## src/sv/tpt_pkg.sv

```systemverilog
package tpt_pkg;

  // Table geometry
  localparam int DEPTH = 16;
  localparam int IDX_W = (DEPTH > 1) ? $clog2(DEPTH) : 1;
  localparam int CNT_W = $clog2(DEPTH + 1);

  // Capacity register
  localparam int CFG_W = 5;
  localparam logic [CFG_W-1:0] CFG_RESET = 5'd16;

  typedef enum logic [2:0] {
    MODE_INSERT       = 3'd0,
    MODE_COUNT_DATE   = 3'd1,
    MODE_EARLIEST     = 3'd2,
    MODE_REMOVE_MIN   = 3'd3,
    MODE_REMOVE_OWNER = 3'd4,
    MODE_CLEAR        = 3'd5
  } mode_e;

  typedef enum logic [1:0] {
    STAT_OK       = 2'd0,
    STAT_FULL     = 2'd1,
    STAT_EMPTY    = 2'd2,
    STAT_NO_OWNER = 2'd3
  } status_e;

  typedef enum logic [1:0] {
    ST_IDLE,
    ST_SCAN,
    ST_SHIFT
  } state_e;

  typedef struct packed {
    logic [2:0]  mode;
    logic [15:0] owner_id;
    logic [4:0]  day;
    logic [3:0]  month;
    logic [11:0] year;
    logic [4:0]  hour;
    logic [5:0]  minute;
  } request_t;

  typedef struct packed {
    logic [1:0]  status;
    logic [4:0]  match_count;
    logic [15:0] found_owner;
    logic [4:0]  found_day;
    logic [3:0]  found_month;
    logic [11:0] found_year;
    logic [4:0]  found_hour;
    logic [5:0]  found_minute;
  } result_t;

  // One stored entry, 48 bits
  typedef struct packed {
    logic [15:0] owner_id;
    logic [11:0] year;
    logic [3:0]  month;
    logic [4:0]  day;
    logic [4:0]  hour;
    logic [5:0]  minute;
  } entry_t;

  localparam int ENTRY_W = $bits(entry_t);

  function automatic entry_t to_entry(request_t r);
    entry_t e;
    e.owner_id = r.owner_id;
    e.year     = r.year;
    e.month    = r.month;
    e.day      = r.day;
    e.hour     = r.hour;
    e.minute   = r.minute;
    return e;
  endfunction

  // Ordering key: year, month, day, hour, minute from most to least significant
  function automatic logic [31:0] entry_key(entry_t e);
    return {e.year, e.month, e.day, e.hour, e.minute};
  endfunction

endpackage

```

## src/sv/timestamp_priority_table.sv

```systemverilog
// Timestamp table of up to 16 entries held in one RAM with one read port and
// one write port. Insert, clear, an unused mode, and earliest or remove on an
// empty table return their result in the cycle after start is taken.
// Count-on-date, earliest and both removals read every held entry once, one
// RAM read per cycle. A removal that finds its entry then copies each later
// entry down by one slot, one per cycle. busy is high while a command runs
// and start is ignored then. The result is shown for exactly one cycle under
// done and must be captured there; busy is already low in that cycle, so the
// next command may be issued alongside it.
module timestamp_priority_table (
  input  logic                   clk,
  input  logic                   rst,
  input  logic                   start,
  input  tpt_pkg::request_t      request,
  output logic                   busy,
  input  logic                   cfg_we,
  input  logic [tpt_pkg::CFG_W-1:0] cfg_wdata,
  output logic                   done,
  output tpt_pkg::result_t       result
);

  import tpt_pkg::*;

  logic [CFG_W-1:0] capacity_limit;
  logic [CNT_W-1:0] limit;

  // Hold the capacity register
  always_ff @(posedge clk) begin
    if (rst) begin
      capacity_limit <= CFG_RESET;
    end else if (cfg_we) begin
      capacity_limit <= cfg_wdata;
    end
  end

  // Clamp the limit to the table size
  always_comb begin
    if (32'(capacity_limit) < 32'(DEPTH)) begin
      limit = CNT_W'(capacity_limit);
    end else begin
      limit = CNT_W'(DEPTH);
    end
  end

  tpt_seq u_seq (
    .clk     (clk),
    .rst     (rst),
    .start   (start),
    .request (request),
    .limit   (limit),
    .busy    (busy),
    .done    (done),
    .result  (result)
  );

endmodule

```

## src/sv/tpt_ram.sv

```systemverilog
module tpt_ram #(
  parameter int WIDTH = 48,
  parameter int DEPTH = 16,
  localparam int AW = (DEPTH > 1) ? $clog2(DEPTH) : 1
) (
  input  logic             clk,
  input  logic             wr_en,
  input  logic [AW-1:0]    wr_addr,
  input  logic [WIDTH-1:0] wr_data,
  input  logic             rd_en,
  input  logic [AW-1:0]    rd_addr,
  output logic [WIDTH-1:0] rd_data
);

  logic [WIDTH-1:0] mem [DEPTH];

  // Write port
  always_ff @(posedge clk) begin
    if (wr_en) begin
      mem[wr_addr] <= wr_data;
    end
  end

  // Registered read port
  always_ff @(posedge clk) begin
    if (rd_en) begin
      rd_data <= mem[rd_addr];
    end
  end

endmodule

```

## src/sv/tpt_seq.sv

```systemverilog
module tpt_seq (
  input  logic                   clk,
  input  logic                   rst,
  input  logic                   start,
  input  tpt_pkg::request_t      request,
  input  logic [tpt_pkg::CNT_W-1:0] limit,
  output logic                   busy,
  output logic                   done,
  output tpt_pkg::result_t       result
);

  import tpt_pkg::*;

  state_e            state;
  state_e            state_next;
  logic [CNT_W-1:0]  count;
  logic [2:0]        mode_q;
  request_t          req_q;
  logic [CNT_W-1:0]  issue_idx;
  logic              rd_valid;
  logic [IDX_W-1:0]  rd_pos;
  entry_t            rd_entry;
  entry_t            best_entry;
  logic [IDX_W-1:0]  best_pos;
  logic              hit;
  logic [CNT_W-1:0]  match_cnt;

  logic              accept;
  logic              ins_ok;
  logic              need_scan;
  logic              issue;
  logic              scan_end;
  logic              need_shift;
  logic              date_hit;
  logic              better;
  logic              owner_hit;

  logic              mem_rd_en;
  logic [IDX_W-1:0]  mem_rd_addr;
  logic              mem_wr_en;
  logic [IDX_W-1:0]  mem_wr_addr;
  entry_t            mem_wr_data;
  logic [ENTRY_W-1:0] mem_rd_data;

  logic              fin;
  result_t           fin_res;

  tpt_ram #(
    .WIDTH (ENTRY_W),
    .DEPTH (DEPTH)
  ) u_ram (
    .clk     (clk),
    .wr_en   (mem_wr_en),
    .wr_addr (mem_wr_addr),
    .wr_data (mem_wr_data),
    .rd_en   (mem_rd_en),
    .rd_addr (mem_rd_addr),
    .rd_data (mem_rd_data)
  );

  assign rd_entry = entry_t'(mem_rd_data);

  // Decode the command and the scan progress
  assign accept     = start && (state == ST_IDLE);
  assign ins_ok     = (request.mode == MODE_INSERT) && (count < limit);
  assign need_scan  = (request.mode == MODE_COUNT_DATE) ||
                      (((request.mode == MODE_EARLIEST) ||
                        (request.mode == MODE_REMOVE_MIN) ||
                        (request.mode == MODE_REMOVE_OWNER)) && (count != '0));
  assign issue      = issue_idx < count;
  assign scan_end   = !issue && !rd_valid;
  assign need_shift = ((mode_q == MODE_REMOVE_MIN) || (mode_q == MODE_REMOVE_OWNER)) && hit;
  assign date_hit   = (rd_entry.day == req_q.day) && (rd_entry.month == req_q.month) &&
                      (rd_entry.year == req_q.year);
  assign better     = !hit || (entry_key(rd_entry) < entry_key(best_entry));
  assign owner_hit  = !hit && (rd_entry.owner_id == req_q.owner_id);
  assign busy       = (state != ST_IDLE);

  // Next state
  always_comb begin
    state_next = state;
    unique case (state)
      ST_IDLE: begin
        if (accept && need_scan) begin
          state_next = ST_SCAN;
        end
      end
      ST_SCAN: begin
        if (scan_end) begin
          state_next = need_shift ? ST_SHIFT : ST_IDLE;
        end
      end
      ST_SHIFT: begin
        if (scan_end) begin
          state_next = ST_IDLE;
        end
      end
      default: state_next = ST_IDLE;
    endcase
  end

  // Memory controls: insert write, scan reads, shift-down copy
  always_comb begin
    mem_rd_en   = 1'b0;
    mem_rd_addr = issue_idx[IDX_W-1:0];
    mem_wr_en   = 1'b0;
    mem_wr_addr = count[IDX_W-1:0];
    mem_wr_data = to_entry(request);
    unique case (state)
      ST_IDLE: begin
        mem_wr_en = accept && ins_ok;
      end
      ST_SCAN: begin
        mem_rd_en = issue;
      end
      ST_SHIFT: begin
        mem_rd_en   = issue;
        mem_wr_en   = rd_valid;
        mem_wr_addr = IDX_W'(rd_pos - IDX_W'(1));
        mem_wr_data = rd_entry;
      end
      default: ;
    endcase
  end

  // Form the result of a finishing command
  always_comb begin
    fin     = 1'b0;
    fin_res = '0;
    fin_res.status      = STAT_OK;
    fin_res.match_count = 5'(count);
    unique case (state)
      ST_IDLE: begin
        if (accept) begin
          unique case (request.mode)
            MODE_INSERT: begin
              fin = 1'b1;
              if (ins_ok) begin
                fin_res.match_count = 5'(count + CNT_W'(1));
              end else begin
                fin_res.status = STAT_FULL;
              end
            end
            MODE_COUNT_DATE: fin = 1'b0;
            MODE_EARLIEST, MODE_REMOVE_MIN, MODE_REMOVE_OWNER: begin
              fin = (count == '0);
              fin_res.status = STAT_EMPTY;
            end
            MODE_CLEAR: begin
              fin = 1'b1;
              fin_res.match_count = '0;
            end
            default: fin = 1'b1;
          endcase
        end
      end
      ST_SCAN: begin
        if (scan_end && !need_shift) begin
          fin = 1'b1;
          if (mode_q == MODE_COUNT_DATE) begin
            fin_res.match_count = 5'(match_cnt);
          end else if (mode_q == MODE_REMOVE_OWNER) begin
            fin_res.status = STAT_NO_OWNER;
          end else begin
            fin_res.found_owner  = best_entry.owner_id;
            fin_res.found_day    = best_entry.day;
            fin_res.found_month  = best_entry.month;
            fin_res.found_year   = best_entry.year;
            fin_res.found_hour   = best_entry.hour;
            fin_res.found_minute = best_entry.minute;
          end
        end
      end
      ST_SHIFT: begin
        if (scan_end) begin
          fin = 1'b1;
          fin_res.match_count  = 5'(count - CNT_W'(1));
          fin_res.found_owner  = best_entry.owner_id;
          fin_res.found_day    = best_entry.day;
          fin_res.found_month  = best_entry.month;
          fin_res.found_year   = best_entry.year;
          fin_res.found_hour   = best_entry.hour;
          fin_res.found_minute = best_entry.minute;
        end
      end
      default: ;
    endcase
  end

  // Sequencer registers
  always_ff @(posedge clk) begin
    if (rst) begin
      state    <= ST_IDLE;
      count    <= '0;
      rd_valid <= 1'b0;
      done     <= 1'b0;
      hit      <= 1'b0;
    end else begin
      state    <= state_next;
      rd_valid <= mem_rd_en;
      rd_pos   <= mem_rd_addr;
      done     <= fin;
      if (fin) begin
        result <= fin_res;
      end

      // Latch the command and start a fresh scan
      if (accept) begin
        req_q     <= request;
        mode_q    <= request.mode;
        issue_idx <= '0;
        hit       <= 1'b0;
        match_cnt <= '0;
        if (ins_ok) begin
          count <= count + CNT_W'(1);
        end
        if (request.mode == MODE_CLEAR) begin
          count <= '0;
        end
      end

      // Advance the read pointer
      if (mem_rd_en) begin
        issue_idx <= issue_idx + CNT_W'(1);
      end

      // Fold returning entries into the scan result
      if ((state == ST_SCAN) && rd_valid) begin
        if (mode_q == MODE_COUNT_DATE) begin
          if (date_hit) begin
            match_cnt <= match_cnt + CNT_W'(1);
          end
        end else if (mode_q == MODE_REMOVE_OWNER) begin
          if (owner_hit) begin
            best_entry <= rd_entry;
            best_pos   <= rd_pos;
            hit        <= 1'b1;
          end
        end else if (better) begin
          best_entry <= rd_entry;
          best_pos   <= rd_pos;
          hit        <= 1'b1;
        end
      end

      // Start the shift-down just past the removed entry
      if ((state == ST_SCAN) && scan_end && need_shift) begin
        issue_idx <= CNT_W'(best_pos) + CNT_W'(1);
      end

      // Drop the removed entry once the shift-down is done
      if ((state == ST_SHIFT) && scan_end) begin
        count <= count - CNT_W'(1);
      end
    end
  end

endmodule

```

## config.mk

```make
export PLATFORM = sky130hd
export DESIGN_NAME = timestamp_priority_table
export DESIGN_NICKNAME = d
export VERILOG_FILES = /design/src/sv/tpt_pkg.sv /design/src/sv/timestamp_priority_table.sv /design/src/sv/tpt_ram.sv /design/src/sv/tpt_seq.sv
export SDC_FILE = /design/constraint.sdc
export NUM_CORES = 1
export LEC_CHECK = 0
export BUFFER_PORTS_ARGS = -buffer_cell sky130_fd_sc_hd__buf_2
export CAP_MARGIN = 30
export CORE_MARGIN = 3
export CORE_UTILIZATION = 56
export DETAILED_ROUTE_END_ITERATION = 8
export GPL_TIMING_DRIVEN = 0
export PLACE_DENSITY = 0.78
export SYNTH_ARGS = -nofsm -noshare
export SYNTH_HDL_FRONTEND = slang
export SYNTH_SLANG_ARGS = --single-unit
```

## constraint.sdc

```tcl
create_clock -name clk -period 10.81 [get_ports clk]
set_input_delay 0 -clock clk [delete_from_list [all_inputs] [get_ports clk]]
set_output_delay 0 -clock clk [all_outputs]
set_load 0.05 [all_outputs]
```

==> results by group <==
Status
  • Outcome: finished, final reports clean

Die
  • Width of the die: 270 um
  • Core Rows: 96
  • # IOs: 117
  • Die footprint: 73100 sq um
  • Initial standard-cell utilization of the core: 56.8%
  • Core region area: 68900 sq um
  • Die Span Y: 270 um

Pwr
  • Net load switching power: 1.68 mW
  • Ratio of total power to cell area: 173 nW/um^2
  • Final total power: 7.95 mW
  • Peak ir drop on the vdd network: 0.135 mV
  • Combinational Power Share: 4.8%
  • Pleak: 15.0 nW
  • Sequential share of power: 53.7%
  • Net Sw Frac: 21.1%
  • Proportion of power drawn by the clock network: 41.5%
  • Internal portion of total power: 6.27 mW

Route
  • Average wire length per cell after detail routing: 32.2 um
  • DR pass1 iterations: 8
  • Routed vias: 20938
  • Number of remaining DRC errors: 0
  • First DRT Iteration DRCs: 3251
  • Number of nets still failing antenna checks after routing: 0
  • Ratio of routed vias to standard cells: 6.57
  • Total length of routed wires: 103000 um

Setup path
  • Worst EP required: 11.14 ns
  • Element type at the critical path start: flop
  • Stage delay of the slowest cell on the critical path: 0.88 ns
  • Cells traversed along the worst timing path: xnor2_1 > nand4_1 > nor4_1 > buf_2 > a31oi_1 > a2111oi_2 > buf_4 > buf_4 > buf_4 > buf_2
  • Kind of end point of the critical path: flop
  • Crit path max-delay cell type: sky130_fd_sc_hd__a2111oi_2
  • Signal arrival time at the worst endpoint: 4.77 ns
  • Worst setup path category: reg -> reg
  • Buffers & Inverters on Critical Path: 5
  • Max FO, Critical Path: 7
  • Family with the most delay on the worst path: buffers and inverters
  • Most common cell on crit path: sky130_fd_sc_hd__buf_4

Synth
  • Area leader, netlist: sky130_fd_sc_hd__edfxtp_1
  • Gate count after technology mapping: 1835
  • Largest cells by area after synthesis: sky130_fd_sc_hd__edfxtp_1, sky130_fd_sc_hd__mux4_2, sky130_fd_sc_hd__ha_1
  • Fraction of registers with async set or reset after synthesis: 0%
  • Yosys reg bits: 992
  • Number of synthesized flops with an enable pin: 977
  • Sequential share of the synthesized area: 75.7%
  • Share of Yosys cell area claimed by the top area cell type: 74.9%
  • Synthesized area: 39200 sq um
  • Ys flop type: sky130_fd_sc_hd__edfxtp_1
  • YS warnings: 0
  • Mean instance size in the synthesized netlist: 21.3 sq um
  • Library cells used by synthesis: 72
  • Mapped Nets: 1945

STA
  • Achievable clock frequency: 0.225 GHz
  • Final setup violation count: 0
  • Unrepaired setup endpoints after global routing: false
  • Final critical-path required period: 4.44 ns
  • Final number of hold-violating endpoints: 0
  • Normalized max-slew margin: 30.2%
  • Final worst path period share: 41.1%
  • Worst Tran Pin Value: 1.05 ns
  • Final worst clock skew: 0.0455 ns
  • Final slew viol count: 0
  • Final-layout worst hold slack: 0.0832 ns

Clock tree
  • Total number of clock tree sinks: 992
  • Cells resized by post-CTS repair: 0
  • Clock-pin slew reported for the worst setup and hold paths after clock tree synthesis: 0.06 ns
  • Master cell of the clock root buffer: sky130_fd_sc_hd__clkbuf_16
  • Number of buffers inserted during clock tree synthesis: 96
  • Largest buffer count on any clock path: 3
  • Post-CTS setup buffer count: 0
  • Clock latency on the worst-skew pair: 0.67 ns
  • H-tree depth: 3
  • Clock tree from TritonCTS: done

Placement
  • Instance area at placement: 42200 sq um
  • Port bufs: 114
  • Global placer's final weighted congestion: 0.894
  • Dpl hpwl: 62200 um

Global routing
  • Global routing met2 resource utilization: 45.8%
  • First-pass GRT wire length: 148000 um
  • Number of antenna violations at the first check in global routing: 2
  • Maximum number of pins on one net before global-route repair: 30
  • Overall Global Routing Usage: 28.4%
  • Global route overflow: 0
  • Global-route layer with the greatest usage: met2
  • Met1 track utilization from global routing: 38.6%
  • Number of global-route vias before repair: 21459
  • GR met3 Demand/Resource: 6.63%

Layout
  • Fin nets: 2285
  • Synth-to-layout area growth: 17.2%
  • Post-route design area: 45900 sq um
  • Most common cell after layout, fill and taps aside: sky130_fd_sc_hd__edfxtp_1
  • Fillcell total: 4225
  • Top library cells by usage in the layout, fill and taps aside: sky130_fd_sc_hd__edfxtp_1, sky130_fd_sc_hd__mux4_2, sky130_fd_sc_hd__buf_2
  • Fraction of layout cells with a size suffix above 1: 29.4%

Job
  • Maxcap violations: 0

Min path
  • Worst hold-check path type: in -> reg
flip-flops by register name, summed over array words and instances, names as in the netlist, 2 cells and up:
register	count
capacity_limit	5
u_seq.best_entry	48
u_seq.best_pos	4
u_seq.count	5
u_seq.issue_idx	5
u_seq.match_cnt	5
u_seq.mode_q	3
u_seq.rd_pos	4
u_seq.req_q	37
u_seq.result	55
u_seq.state	2
u_seq.u_ram.mem	768
u_seq.u_ram.rd_data	48
cell usage after synthesis, types with 7 or more instances:
cell type and n:
sky130_fd_sc_hd__edfxtp_1 977, sky130_fd_sc_hd__mux4_2 240, sky130_fd_sc_hd__clkbuf_1 54, sky130_fd_sc_hd__inv_1 51, sky130_fd_sc_hd__ha_1 50, sky130_fd_sc_hd__and2_1 49
sky130_fd_sc_hd__mux2_2 48, sky130_fd_sc_hd__nor2_1 41, sky130_fd_sc_hd__nand2_1 34, sky130_fd_sc_hd__a21oi_1 30, sky130_fd_sc_hd__xnor2_1 28, sky130_fd_sc_hd__buf_2 22
sky130_fd_sc_hd__o21ai_0 21, sky130_fd_sc_hd__xor2_1 19, sky130_fd_sc_hd__nand3_1 16, sky130_fd_sc_hd__dfxtp_1 15, sky130_fd_sc_hd__nand4_1 11, sky130_fd_sc_hd__a211oi_1 10
sky130_fd_sc_hd__mux2i_1 8, sky130_fd_sc_hd__a21o_1 7
metrics by stage:
step | util [%] | setup slack [ns] | setup TNS, ns | cells
after floorplan | - | 0.518 | 0 | 1835
after global placement | 59.3 | -9.36 | -495.33 | 2880
after detailed placement | 61.1 | 6.49 | 0 | 2940
after CTS | 66.5 | 6.39 | 0 | 3180
after global routing | 66.6 | 6.13 | 0 | 3184
final | 66.6 | 6.37 | 0 | 3185
cells by family (layout without fill, tap and decap cells):
logic type	after synthesis	in the layout	synth area share [%]
simple gates	195	195	2.73
other cells	0	1	0
mux	296	296	15.4
buf+inv	133	551	1.36
flops	992	992	75.7
fa+ha+maj	50	50	1.60
compound gates	122	122	2.19
xor+xnor	47	47	1.05
final cells by class:
| type | instances | area (sq um) | share of cell area [%] |
|---|---|---|---|
| Sequential cell | 992 | 29600 | 64.6 |
| Tap cell | 931 | 1160 | 2.54 |
| Clock buffer | 116 | 2540 | 5.54 |
| Inverter | 52 | 198 | 0.431 |
| Antenna cell | 1 | 2.50 | 0.00545 |
| Clock inverter | 60 | 529 | 1.15 |
| Multi-Input combinational cell | 710 | 9140 | 19.9 |
| Buffer | 81 | 339 | 0.739 |
| Timing Repair Buffer | 242 | 2360 | 5.15 |
final timing paths:
| path | cells after the start | startpoint | slack (ns) | end |
|---|---|---|---|---|
| setup reg to reg | 10 | u_seq.u_ram.rd_data[46] | 6.37 | u_seq.best_entry[1] |
| setup / recovery | 10 | u_seq.u_ram.rd_data[46] | 6.37 | u_seq.best_entry[1] |
| hold reg to reg | 0 | u_seq.rd_pos[3] | 0.48 | u_seq.best_pos[3] |
| hold / removal | 2 | request[15] | 0.08 | u_seq.req_q[15] |
worst reg2reg max path: cells and delay by family (launching register included):
kind                   cells  cell delay, ns
AO/OA/AOI/OAI              2            1.02
XOR/XNOR                   1            0.57
buffers and inverters      5            1.25
flip-flops                 1            0.44
AND/OR/NAND/NOR            2            0.85
power groups by stage:
| stage | clock, mW | combinational [mW] | sequential [mW] |
|---|---|---|---|
| after floorplan | 0 | 0.192 | 4.39 |
| after global placement | 0 | 0.327 | 4.36 |
| after detailed placement | 0 | 0.353 | 4.35 |
| after CTS | 3.33 | 0.377 | 4.27 |
| after global routing | 3.48 | 0.400 | 4.27 |
| final | 3.30 | 0.380 | 4.27 |
what timing repair did:
action / 4_1_cts / 5_1_grt
setup endpoints to repair: 0 / 0
hold buffers: 64 / 0
hold endpoints to repair: 792 / 0
per-layer routing:
| layer | wire length, um | share of wire [%] |
|---|---|---|
| met4 | 3070 | 3.0 |
| met5 | 13 | 0.013 |
| met1 | 37200 | 36 |
| met3 | 11500 | 11 |
| met2 | 50900 | 50 |
Note: power is estimated with default switching activity, not from simulation.
